===== config.mk =====
export PLATFORM = sky130hd
export DESIGN_NAME = masked_code_fnv1a_hash_top_flat
export DESIGN_NICKNAME = d
export VERILOG_FILES = /design/src/sv/mcfh_pkg.sv /design/src/sv/mcfh_in_if.sv /design/src/sv/mcfh_out_if.sv /design/src/sv/mcfh_front.sv /design/src/sv/mcfh_queue.sv /design/src/sv/mcfh_back.sv /design/src/sv/masked_code_fnv1a_hash_top.sv /design/src/flat_wrapper.sv
export SDC_FILE = /design/constraint.sdc
export NUM_CORES = 2
export LEC_CHECK = 0
export BUFFER_PORTS_ARGS = -buffer_cell sky130_fd_sc_hd__buf_2
export CORE_MARGIN = 3
export CORE_UTILIZATION = 58
export CTS_CLUSTER_DIAMETER = 60
export DETAILED_ROUTE_END_ITERATION = 8
export GPL_TIMING_DRIVEN = 0
export PLACE_DENSITY = 0.75
export SYNTH_ARGS = -nofsm -noshare
export SYNTH_HDL_FRONTEND = slang
export SYNTH_SLANG_ARGS = --single-unit

===== constraint.sdc =====
create_clock -name clk -period 5.8 [get_ports clk]
set_input_delay 0.29 -clock clk [delete_from_list [all_inputs] [get_ports clk]]
set_output_delay 0.29 -clock clk [all_outputs]
set_load 0.005 [all_outputs]

===== src/sv/mcfh_pkg.sv =====
// shared types, constants and hash step for the masked-code fnv-1a hasher
package mcfh_pkg;

  // fnv-1a 64 constants
  localparam logic [63:0] FNV_BASIS = 64'hcbf29ce484222325;

  // opcodes with a 4-byte operand
  localparam logic [7:0] OP_CALL     = 8'hE8;
  localparam logic [7:0] OP_JMP      = 8'hE9;
  localparam logic [7:0] OP_ESC      = 8'h0F;
  localparam logic [7:0] OP_MOV_LO   = 8'hB8;
  localparam logic [7:0] OP_MOV_HI   = 8'hBF;
  localparam logic [7:0] OP_PUSH     = 8'h68;
  localparam logic [3:0] JCC_NIBBLE  = 4'h8;

  // lookahead window
  localparam int         WIN_DEPTH   = 6;
  localparam logic [2:0] WIN_FULL    = 3'd6;
  localparam logic [2:0] IMM_NEED    = 3'd5;
  localparam logic [2:0] JCC_NEED    = 3'd6;
  localparam logic [2:0] JCC_LOOK    = 3'd2;

  // operand skip codes: jcc passes its second opcode byte raw first
  localparam logic [2:0] SKIP_NONE    = 3'd0;
  localparam logic [2:0] SKIP_OPERAND = 3'd4;
  localparam logic [2:0] SKIP_JCC     = 3'd5;

  // prefix hash length in raw bytes
  localparam logic [2:0] PREFIX_LENGTH = 3'd5;

  // queue between scanner and folder
  localparam int QUEUE_DEPTH = 4;
  localparam int QUEUE_AW    = 2;
  localparam int QUEUE_CW    = 3;

  // one decided byte on its way to the folder
  typedef struct packed {
    logic [7:0]  data;
    logic        last;
    logic [63:0] prefix;
  } q_entry_t;

  // fnv-1a step: xor byte, multiply by 2^40 + 2^8 + 0xb3 as shift-add
  function automatic logic [63:0] fnv_fold(input logic [63:0] h, input logic [7:0] b);
    logic [63:0] x;
    x = h ^ {56'd0, b};
    return (x << 40) + (x << 8) + (x << 7) + (x << 5) + (x << 4) + (x << 1) + x;
  endfunction

endpackage


===== src/sv/mcfh_in_if.sv =====
// input channel: one code byte per transfer with end-of-function flag
interface mcfh_in_if;
  logic       valid;
  logic       ready;
  logic [7:0] code_byte;
  logic       final_byte;

  modport source (output valid, output code_byte, output final_byte, input ready);
  modport sink (input valid, input code_byte, input final_byte, output ready);
endinterface


===== src/sv/mcfh_out_if.sv =====
// output channel: both hashes of one function per transfer
interface mcfh_out_if;
  logic        valid;
  logic        ready;
  logic [63:0] masked_hash;
  logic [63:0] prefix_hash;

  modport source (output valid, output masked_hash, output prefix_hash, input ready);
  modport sink (input valid, input masked_hash, input prefix_hash, output ready);
endinterface


===== src/sv/mcfh_front.sv =====
// front: lookahead window, opcode scanner, operand masking and prefix hash
module mcfh_front (
  input  logic               clk,
  input  logic               rst,
  mcfh_in_if.sink            code_in,
  output logic               push,
  output mcfh_pkg::q_entry_t push_entry,
  input  logic               q_full
);
  import mcfh_pkg::*;

  logic [7:0]  win [WIN_DEPTH];
  logic [7:0]  win_next [WIN_DEPTH];
  logic [2:0]  fill, fill_next, fill_after_pop;
  logic [2:0]  skip, skip_next;
  logic        end_held, end_held_next;
  logic [63:0] prefix_hash, prefix_hash_next;
  logic [2:0]  prefix_pos, prefix_pos_next;
  logic        decide;
  logic [7:0]  emit_byte;
  logic [2:0]  decide_skip;
  logic        is_imm_op, is_esc, jcc_second;
  logic        accept;
  logic        last_pop;

  // opcode classes at the window head
  assign is_imm_op  = (win[0] == OP_CALL) || (win[0] == OP_JMP) || (win[0] == OP_PUSH) ||
                      ((win[0] >= OP_MOV_LO) && (win[0] <= OP_MOV_HI));
  assign is_esc     = (win[0] == OP_ESC);
  assign jcc_second = (win[1][7:4] == JCC_NIBBLE);

  // scanner decision about the head byte
  always_comb begin
    decide      = 1'b0;
    emit_byte   = win[0];
    decide_skip = SKIP_NONE;
    priority if (fill == 3'd0) begin
      decide = 1'b0;
    end else if (skip != SKIP_NONE) begin
      decide      = 1'b1;
      emit_byte   = (skip == SKIP_JCC) ? win[0] : 8'd0;
      decide_skip = skip - 3'd1;
    end else if (is_imm_op) begin
      if (fill >= IMM_NEED) begin
        decide      = 1'b1;
        decide_skip = SKIP_OPERAND;
      end else begin
        decide = end_held;
      end
    end else if (is_esc) begin
      if (fill < JCC_LOOK) begin
        decide = end_held;
      end else if (!jcc_second) begin
        decide = 1'b1;
      end else if (fill >= JCC_NEED) begin
        decide      = 1'b1;
        decide_skip = SKIP_JCC;
      end else begin
        decide = end_held;
      end
    end else begin
      decide = 1'b1;
    end
  end

  // transfer into the queue and input handshake
  assign push                = decide && !q_full;
  assign last_pop            = push && end_held && (fill == 3'd1);
  assign push_entry.data     = emit_byte;
  assign push_entry.last     = end_held && (fill == 3'd1);
  assign push_entry.prefix   = prefix_hash;
  assign code_in.ready       = !end_held && ((fill < WIN_FULL) || push);
  assign accept              = code_in.valid && code_in.ready;
  assign fill_after_pop      = fill - {2'd0, push};

  // window shift and insert
  always_comb begin
    for (int i = 0; i < WIN_DEPTH; i++) begin
      if (push && (i < WIN_DEPTH - 1)) begin
        win_next[i] = win[i + 1];
      end else if (push) begin
        win_next[i] = 8'd0;
      end else begin
        win_next[i] = win[i];
      end
      if (accept && (fill_after_pop == 3'(i))) begin
        win_next[i] = code_in.code_byte;
      end
    end
    fill_next = accept ? fill_after_pop + 3'd1 : fill_after_pop;
  end

  // skip count, end flag and prefix hash
  always_comb begin
    skip_next        = push ? decide_skip : skip;
    end_held_next    = end_held;
    prefix_hash_next = prefix_hash;
    prefix_pos_next  = prefix_pos;
    if (accept && code_in.final_byte) begin
      end_held_next = 1'b1;
    end
    if (accept && (prefix_pos < PREFIX_LENGTH)) begin
      prefix_hash_next = fnv_fold(prefix_hash, code_in.code_byte);
      prefix_pos_next  = prefix_pos + 3'd1;
    end
    if (last_pop) begin
      skip_next        = SKIP_NONE;
      end_held_next    = 1'b0;
      prefix_hash_next = FNV_BASIS;
      prefix_pos_next  = 3'd0;
    end
  end

  always_ff @(posedge clk) begin
    win <= win_next;
  end

  always_ff @(posedge clk) begin
    if (rst) begin
      fill        <= 3'd0;
      skip        <= SKIP_NONE;
      end_held    <= 1'b0;
      prefix_hash <= FNV_BASIS;
      prefix_pos  <= 3'd0;
    end else begin
      fill        <= fill_next;
      skip        <= skip_next;
      end_held    <= end_held_next;
      prefix_hash <= prefix_hash_next;
      prefix_pos  <= prefix_pos_next;
    end
  end

  // operand bytes being zeroed are always already in the window
  a_skip_covered: assert property (@(posedge clk) disable iff (rst)
    (skip != SKIP_NONE) |-> (fill >= skip))
    else $error("operand skip runs past window contents");

  // the end-of-function transfer leaves the front empty
  a_end_clears: assert property (@(posedge clk) disable iff (rst)
    last_pop |=> (fill == 3'd0) && !end_held && (prefix_pos == 3'd0))
    else $error("front not cleared after last byte");

  // prefix counter saturates at its length
  a_prefix_sat: assert property (@(posedge clk) disable iff (rst)
    prefix_pos <= PREFIX_LENGTH)
    else $error("prefix position out of range");

endmodule


===== src/sv/mcfh_queue.sv =====
// short queue of decided bytes between scanner and folder
module mcfh_queue (
  input  logic               clk,
  input  logic               rst,
  input  logic               push,
  input  mcfh_pkg::q_entry_t push_entry,
  output logic               full,
  input  logic               pop,
  output logic               head_valid,
  output mcfh_pkg::q_entry_t head_entry
);
  import mcfh_pkg::*;

  q_entry_t              slots [QUEUE_DEPTH];
  logic [QUEUE_AW-1:0]   wr_ptr, rd_ptr;
  logic [QUEUE_CW-1:0]   count, count_next;
  logic                  do_pop;

  assign full       = (count == QUEUE_CW'(QUEUE_DEPTH));
  assign head_valid = (count != '0);
  assign head_entry = slots[rd_ptr];
  assign do_pop     = pop && head_valid;

  // occupancy
  always_comb begin
    count_next = count;
    if (push && !do_pop) begin
      count_next = count + QUEUE_CW'(1);
    end else if (!push && do_pop) begin
      count_next = count - QUEUE_CW'(1);
    end
  end

  // storage write
  always_ff @(posedge clk) begin
    if (push) begin
      slots[wr_ptr] <= push_entry;
    end
  end

  always_ff @(posedge clk) begin
    if (rst) begin
      wr_ptr <= '0;
      rd_ptr <= '0;
      count  <= '0;
    end else begin
      if (push) begin
        wr_ptr <= wr_ptr + QUEUE_AW'(1);
      end
      if (do_pop) begin
        rd_ptr <= rd_ptr + QUEUE_AW'(1);
      end
      count <= count_next;
    end
  end

  // producer never writes into a full queue
  a_no_overflow: assert property (@(posedge clk) disable iff (rst)
    full |-> !push)
    else $error("push into full queue");

endmodule


===== src/sv/mcfh_back.sv =====
// back: fnv-1a fold of the masked stream and result register
module mcfh_back (
  input  logic               clk,
  input  logic               rst,
  input  logic               head_valid,
  input  mcfh_pkg::q_entry_t head_entry,
  output logic               pop,
  mcfh_out_if.source         hash_out
);
  import mcfh_pkg::*;

  logic [63:0] hash, hash_folded;
  logic [63:0] masked_reg, prefix_reg;
  logic        out_valid, out_valid_next;
  logic        end_fold;

  // fold one byte per transfer; the end byte waits for a free result slot
  assign hash_folded = fnv_fold(hash, head_entry.data);
  assign pop         = head_valid && (!head_entry.last || !out_valid || hash_out.ready);
  assign end_fold    = pop && head_entry.last;

  assign hash_out.valid       = out_valid;
  assign hash_out.masked_hash = masked_reg;
  assign hash_out.prefix_hash = prefix_reg;

  // result valid flag
  always_comb begin
    out_valid_next = out_valid;
    if (end_fold) begin
      out_valid_next = 1'b1;
    end else if (hash_out.ready) begin
      out_valid_next = 1'b0;
    end
  end

  always_ff @(posedge clk) begin
    if (end_fold) begin
      masked_reg <= hash_folded;
      prefix_reg <= head_entry.prefix;
    end
  end

  always_ff @(posedge clk) begin
    if (rst) begin
      hash      <= FNV_BASIS;
      out_valid <= 1'b0;
    end else begin
      if (end_fold) begin
        hash <= FNV_BASIS;
      end else if (pop) begin
        hash <= hash_folded;
      end
      out_valid <= out_valid_next;
    end
  end

  // running hash restarts from the basis after each function
  a_hash_restart: assert property (@(posedge clk) disable iff (rst)
    end_fold |=> (hash == FNV_BASIS) && out_valid)
    else $error("hash not restarted after end of function");

endmodule


===== src/sv/masked_code_fnv1a_hash_top.sv =====
// top level of the masked-code fnv-1a 64 hasher
//
//   port      dir  payload                       transfer
//   code_in   in   code_byte[7:0], final_byte    valid && ready
//   hash_out  out  masked_hash[63:0],            valid && ready
//                  prefix_hash[63:0]
//
// Steady state takes one code byte per cycle while the queue has room; the scanner
// and the fnv fold unit each handle one byte per cycle, with a 4-entry queue between
// them. After the final byte, input holds off while the lookahead window (up to 6
// bytes) drains into the queue at one byte per cycle while the queue has room; the
// next function starts after that. The result is registered as the final byte is
// folded and holds until taken. Reset is synchronous; there is no clearing pass.
module masked_code_fnv1a_hash_top (
  input  logic        clk,
  input  logic        rst,
  mcfh_in_if.sink     code_in,
  mcfh_out_if.source  hash_out
);
  import mcfh_pkg::*;

  logic     push, q_full, pop, head_valid;
  q_entry_t push_entry, head_entry;

  // scanner and prefix hash
  mcfh_front u_front (
    .clk        (clk),
    .rst        (rst),
    .code_in    (code_in),
    .push       (push),
    .push_entry (push_entry),
    .q_full     (q_full)
  );

  // decoupling queue
  mcfh_queue u_queue (
    .clk        (clk),
    .rst        (rst),
    .push       (push),
    .push_entry (push_entry),
    .full       (q_full),
    .pop        (pop),
    .head_valid (head_valid),
    .head_entry (head_entry)
  );

  // masked hash fold and result
  mcfh_back u_back (
    .clk        (clk),
    .rst        (rst),
    .head_valid (head_valid),
    .head_entry (head_entry),
    .pop        (pop),
    .hash_out   (hash_out)
  );

endmodule

===== src/flat_wrapper.sv =====
// flat-port wrapper written by rule: the top's interface ports become plain ports
module masked_code_fnv1a_hash_top_flat import mcfh_pkg::*;
  (clk, rst, code_in_valid, code_in_code_byte, code_in_final_byte, code_in_ready, hash_out_valid, hash_out_masked_hash, hash_out_prefix_hash, hash_out_ready);
  mcfh_in_if code_in_i ();
  mcfh_out_if hash_out_i ();
  input  logic clk;
  input  logic rst;
  input wire logic [$bits(code_in_i.valid)-1:0] code_in_valid;
  input wire logic [$bits(code_in_i.code_byte)-1:0] code_in_code_byte;
  input wire logic [$bits(code_in_i.final_byte)-1:0] code_in_final_byte;
  output wire logic [$bits(code_in_i.ready)-1:0] code_in_ready;
  output wire logic [$bits(hash_out_i.valid)-1:0] hash_out_valid;
  output wire logic [$bits(hash_out_i.masked_hash)-1:0] hash_out_masked_hash;
  output wire logic [$bits(hash_out_i.prefix_hash)-1:0] hash_out_prefix_hash;
  input wire logic [$bits(hash_out_i.ready)-1:0] hash_out_ready;
  assign code_in_i.valid = code_in_valid;
  assign code_in_i.code_byte = code_in_code_byte;
  assign code_in_i.final_byte = code_in_final_byte;
  assign code_in_ready = code_in_i.ready;
  assign hash_out_valid = hash_out_i.valid;
  assign hash_out_masked_hash = hash_out_i.masked_hash;
  assign hash_out_prefix_hash = hash_out_i.prefix_hash;
  assign hash_out_i.ready = hash_out_ready;
  masked_code_fnv1a_hash_top u_core (.clk(clk), .rst(rst), .code_in(code_in_i), .hash_out(hash_out_i));
endmodule

==> reports/qor.yml <==
status: "complete, but fails checks"
violations: "setup timing"
cp-start-kind: "flip-flop"
io_pins: 143
slew-limit-headroom_pct: 15.3
fp.dieH_um: 278
finalSetupTns_ps: -1930
worst_slew_pin_slew_ps: 1270
grt_overflow_total: 0
drv_cap: 0
ys_seq_area_share_pct: 39.7
routed-via-count: 27928
rsz0062_at_grt: "yes"
path_class: "reg -> reg"
h-tree-depth: 3
num_rows: 99
setup_viol: 24
cts.sinks: 616
ys_warn_count: 0
syn_avg_cell_area_um2: 11.9
async_flop_share_pct: 0
antenna_found_initial: 5
fin_skew_ps: 31.8
die_w_um: 278
hold_violations: 0
cts_tree: "done"
cp_max_fo: 5
synth_top_area_share_pct: 32.8
clock_latency_ps: 630
ys.flop_type: "edfxtp_1"
coreArea_um2: 73100
synth_area_leaders: "edfxtp_1 33%, fa_1 23%, dfxtp_1 6.9%"
postLayoutCoreUtil_pct: 67.4
drive_above_1_share_pct: 17.5
remaining_drc_errors: 0
synth-edff-count: 468
cts_buffers: 71
drtAntennaViolNets: 0
period_minus_slack_ps: 5960
gp_congestion: 0.933
fin_ws_ps: -164
regToRegSetupSlack_ps: -160
cts_root_buf: "clkbuf_16"
drtPass1Iterations: 6
holdWs_ps: 164
wl_per_cell_um: 21.0
crit_arrival_ps: 6480
synth_nets: 4327
grtUsageTotal_pct: 26.8
synth_common_cells: "712 x inv_1, 494 x fa_1, 468 x edfxtp_1, 280 x nand2_1, 228 x ha_1"
fin_crit_sh_pct: 103
drtIter0Drc: 2150
vias_per_cell: 5.69
maxSlewViolCount: 0
netlist.top_cell.by_area: "edfxtp_1"
grt_pass1_wl_um: 161000
grt_max_degree: 56
grt_pass1_vias: 29133
synth_area_um2: 42900
ys_ff_latch: 616
hp-class: "in -> reg"
fmax_mhz: 168
yosys.cell_count.top_type: "inv_1"
numPortBuffers: 141
ys_types: 92
area_delta_synth_final_pct: 14.9
cts_max_path_buffers: 3
dp_hpwl_um: 74800
start_util_pct: 58.7
dieArea_um2: 77300
cp-end-kind: "flip-flop"
critPathRequiredTime_ps: 6320
wirelength_um: 103000
nNetsFinal: 4627
clk_pin_slew_ps: 60
synth_cells: 3592
[layer usage]
| metal | track usage [%] | vias to the layer above | part of all wire (%) | wire [um] |
|---|---|---|---|---|
| met2 | 46.8 | 996 | 51 | 52400 |
| li1 | - | 12601 | - | - |
| met1 | 33.9 | 14083 | 39 | 40000 |
| met3 | 4.03 | 244 | 6.0 | 6210 |
| met4 | 10.9 | 4 | 4.4 | 4570 |
| met5 | 0 | - | 0.033 | 34 |
[timing repair]
action | CTS | global route
pin swaps | 39 | 40
endpoints found under the hold margin | 2 | 0
hold buffers | 2 | 0
endpoints found under the setup margin | 113 | 66
gates cloned | 1 | 0
resized for setup | 138 | 107
buffers inserted | 50 | 35
[metrics by stage]
step	instance area [um2]	cells	setup WS, ps
final	49300	4910	-164
after global routing	49300	4907	-343
after CTS	48600	4877	-83.6
after detailed placement	45000	4698	-1390
after global placement	44900	4692	-2310
after floorplan	43000	3592	2.58
[final cells by class]
class                           instances  area [um2]
Antenna cell                            3        7.51
Buffer                                106         526
Clock buffer                           76        1800
Clock inverter                         53         532
Fill cell                            5194       23800
Inverter                              713        2690
Multi-Input combinational cell       2154       23900
Sequential cell                       616       17100
Tap cell                              959        1200
Timing Repair Buffer                  230        1590
[logic make-up (layout without fill, tap and decap cells)]
kind of cell / Yosys count / count (layout) / synth area share [%]
other: 0 / 3 / 0
flip-flops: 616 / 616 / 39.7
adder cells (fa/ha/maj): 726 / 726 / 29.8
AO/OA/AOI/OAI: 546 / 546 / 8.26
XOR/XNOR: 164 / 164 / 3.35
AND/OR/NAND/NOR: 597 / 597 / 6.39
buffers and inverters: 822 / 1178 / 7.47
multiplexers: 121 / 121 / 5.08
[critical path, cell delays in order (launching register included)]
cell and delay (ps):
dfxtp_2 340, buf_6 140, mux4_2 570, xor2_4 180, buf_6 140, fa_1 500
inv_2 40, fa_1 510, fa_1 520, fa_1 520, inv_2 50, ha_4 260
and3_4 180, and3_4 200, nand2_2 60, a21o_1 190, and3_4 180, a41o_4 270
o31ai_4 300, buf_6 180, a311oi_4 100, xnor2_2 200, a21bo_2 230
[final timing paths]
path                                 from                      endpoint  depth (start not counted)
min                  code_in_code_byte[3]         u_core.u_front.win[3]                          2
min reg2reg  u_core.u_front.prefix_pos[1]  u_core.u_front.prefix_pos[1]                          2
max                             flip-flop        u_core.u_back.hash[56]                         22
max reg2reg                     flip-flop        u_core.u_back.hash[56]                         22
[registers in the layout, indices dropped and copies added, names as in the netlist, named ones only]
signal,flops
u_core.u_queue.wr_ptr,2
u_core.u_front.win,48
u_core.u_front.skip,3
u_core.u_back.hash,64
u_core.u_front.prefix_pos,3
u_core.u_back.hash_out.masked_hash,64
u_core.u_back.hash_out.valid,1
u_core.u_back.hash_out.prefix_hash,64
u_core.u_front.end_held,1
u_core.u_front.prefix_hash,64
u_core.u_queue.count,3
u_core.u_queue.rd_ptr,2
u_core.u_front.fill,3
u_core.u_queue.slots,292
[cell usage in the layout, fill, tap and decap left out, types with 23 or more instances in the layout]
| master | count |
|---|---|
| clkbuf_16 | 71 |
| buf_4 | 71 |
| edfxtp_1 | 468 |
| o21ai_0 | 69 |
| a21oi_1 | 180 |
| xnor2_1 | 83 |
| nor2_1 | 107 |
| fa_1 | 491 |
| nor2b_1 | 26 |
| clkbuf_1 | 77 |
| dfxtp_2 | 47 |
| xor2_1 | 48 |
| buf_2 | 149 |
| nand2_1 | 276 |
| inv_1 | 701 |
| a21o_1 | 67 |
| mux2_2 | 42 |
| dfxtp_1 | 100 |
| mux4_2 | 73 |
| nand3_1 | 34 |
| nand4_1 | 26 |
| nor3_1 | 23 |
| o211ai_1 | 40 |
| ha_1 | 205 |
Power is not shown: default switching activity piles up to over one toggle a cycle in this logic, so the estimate is an artifact.
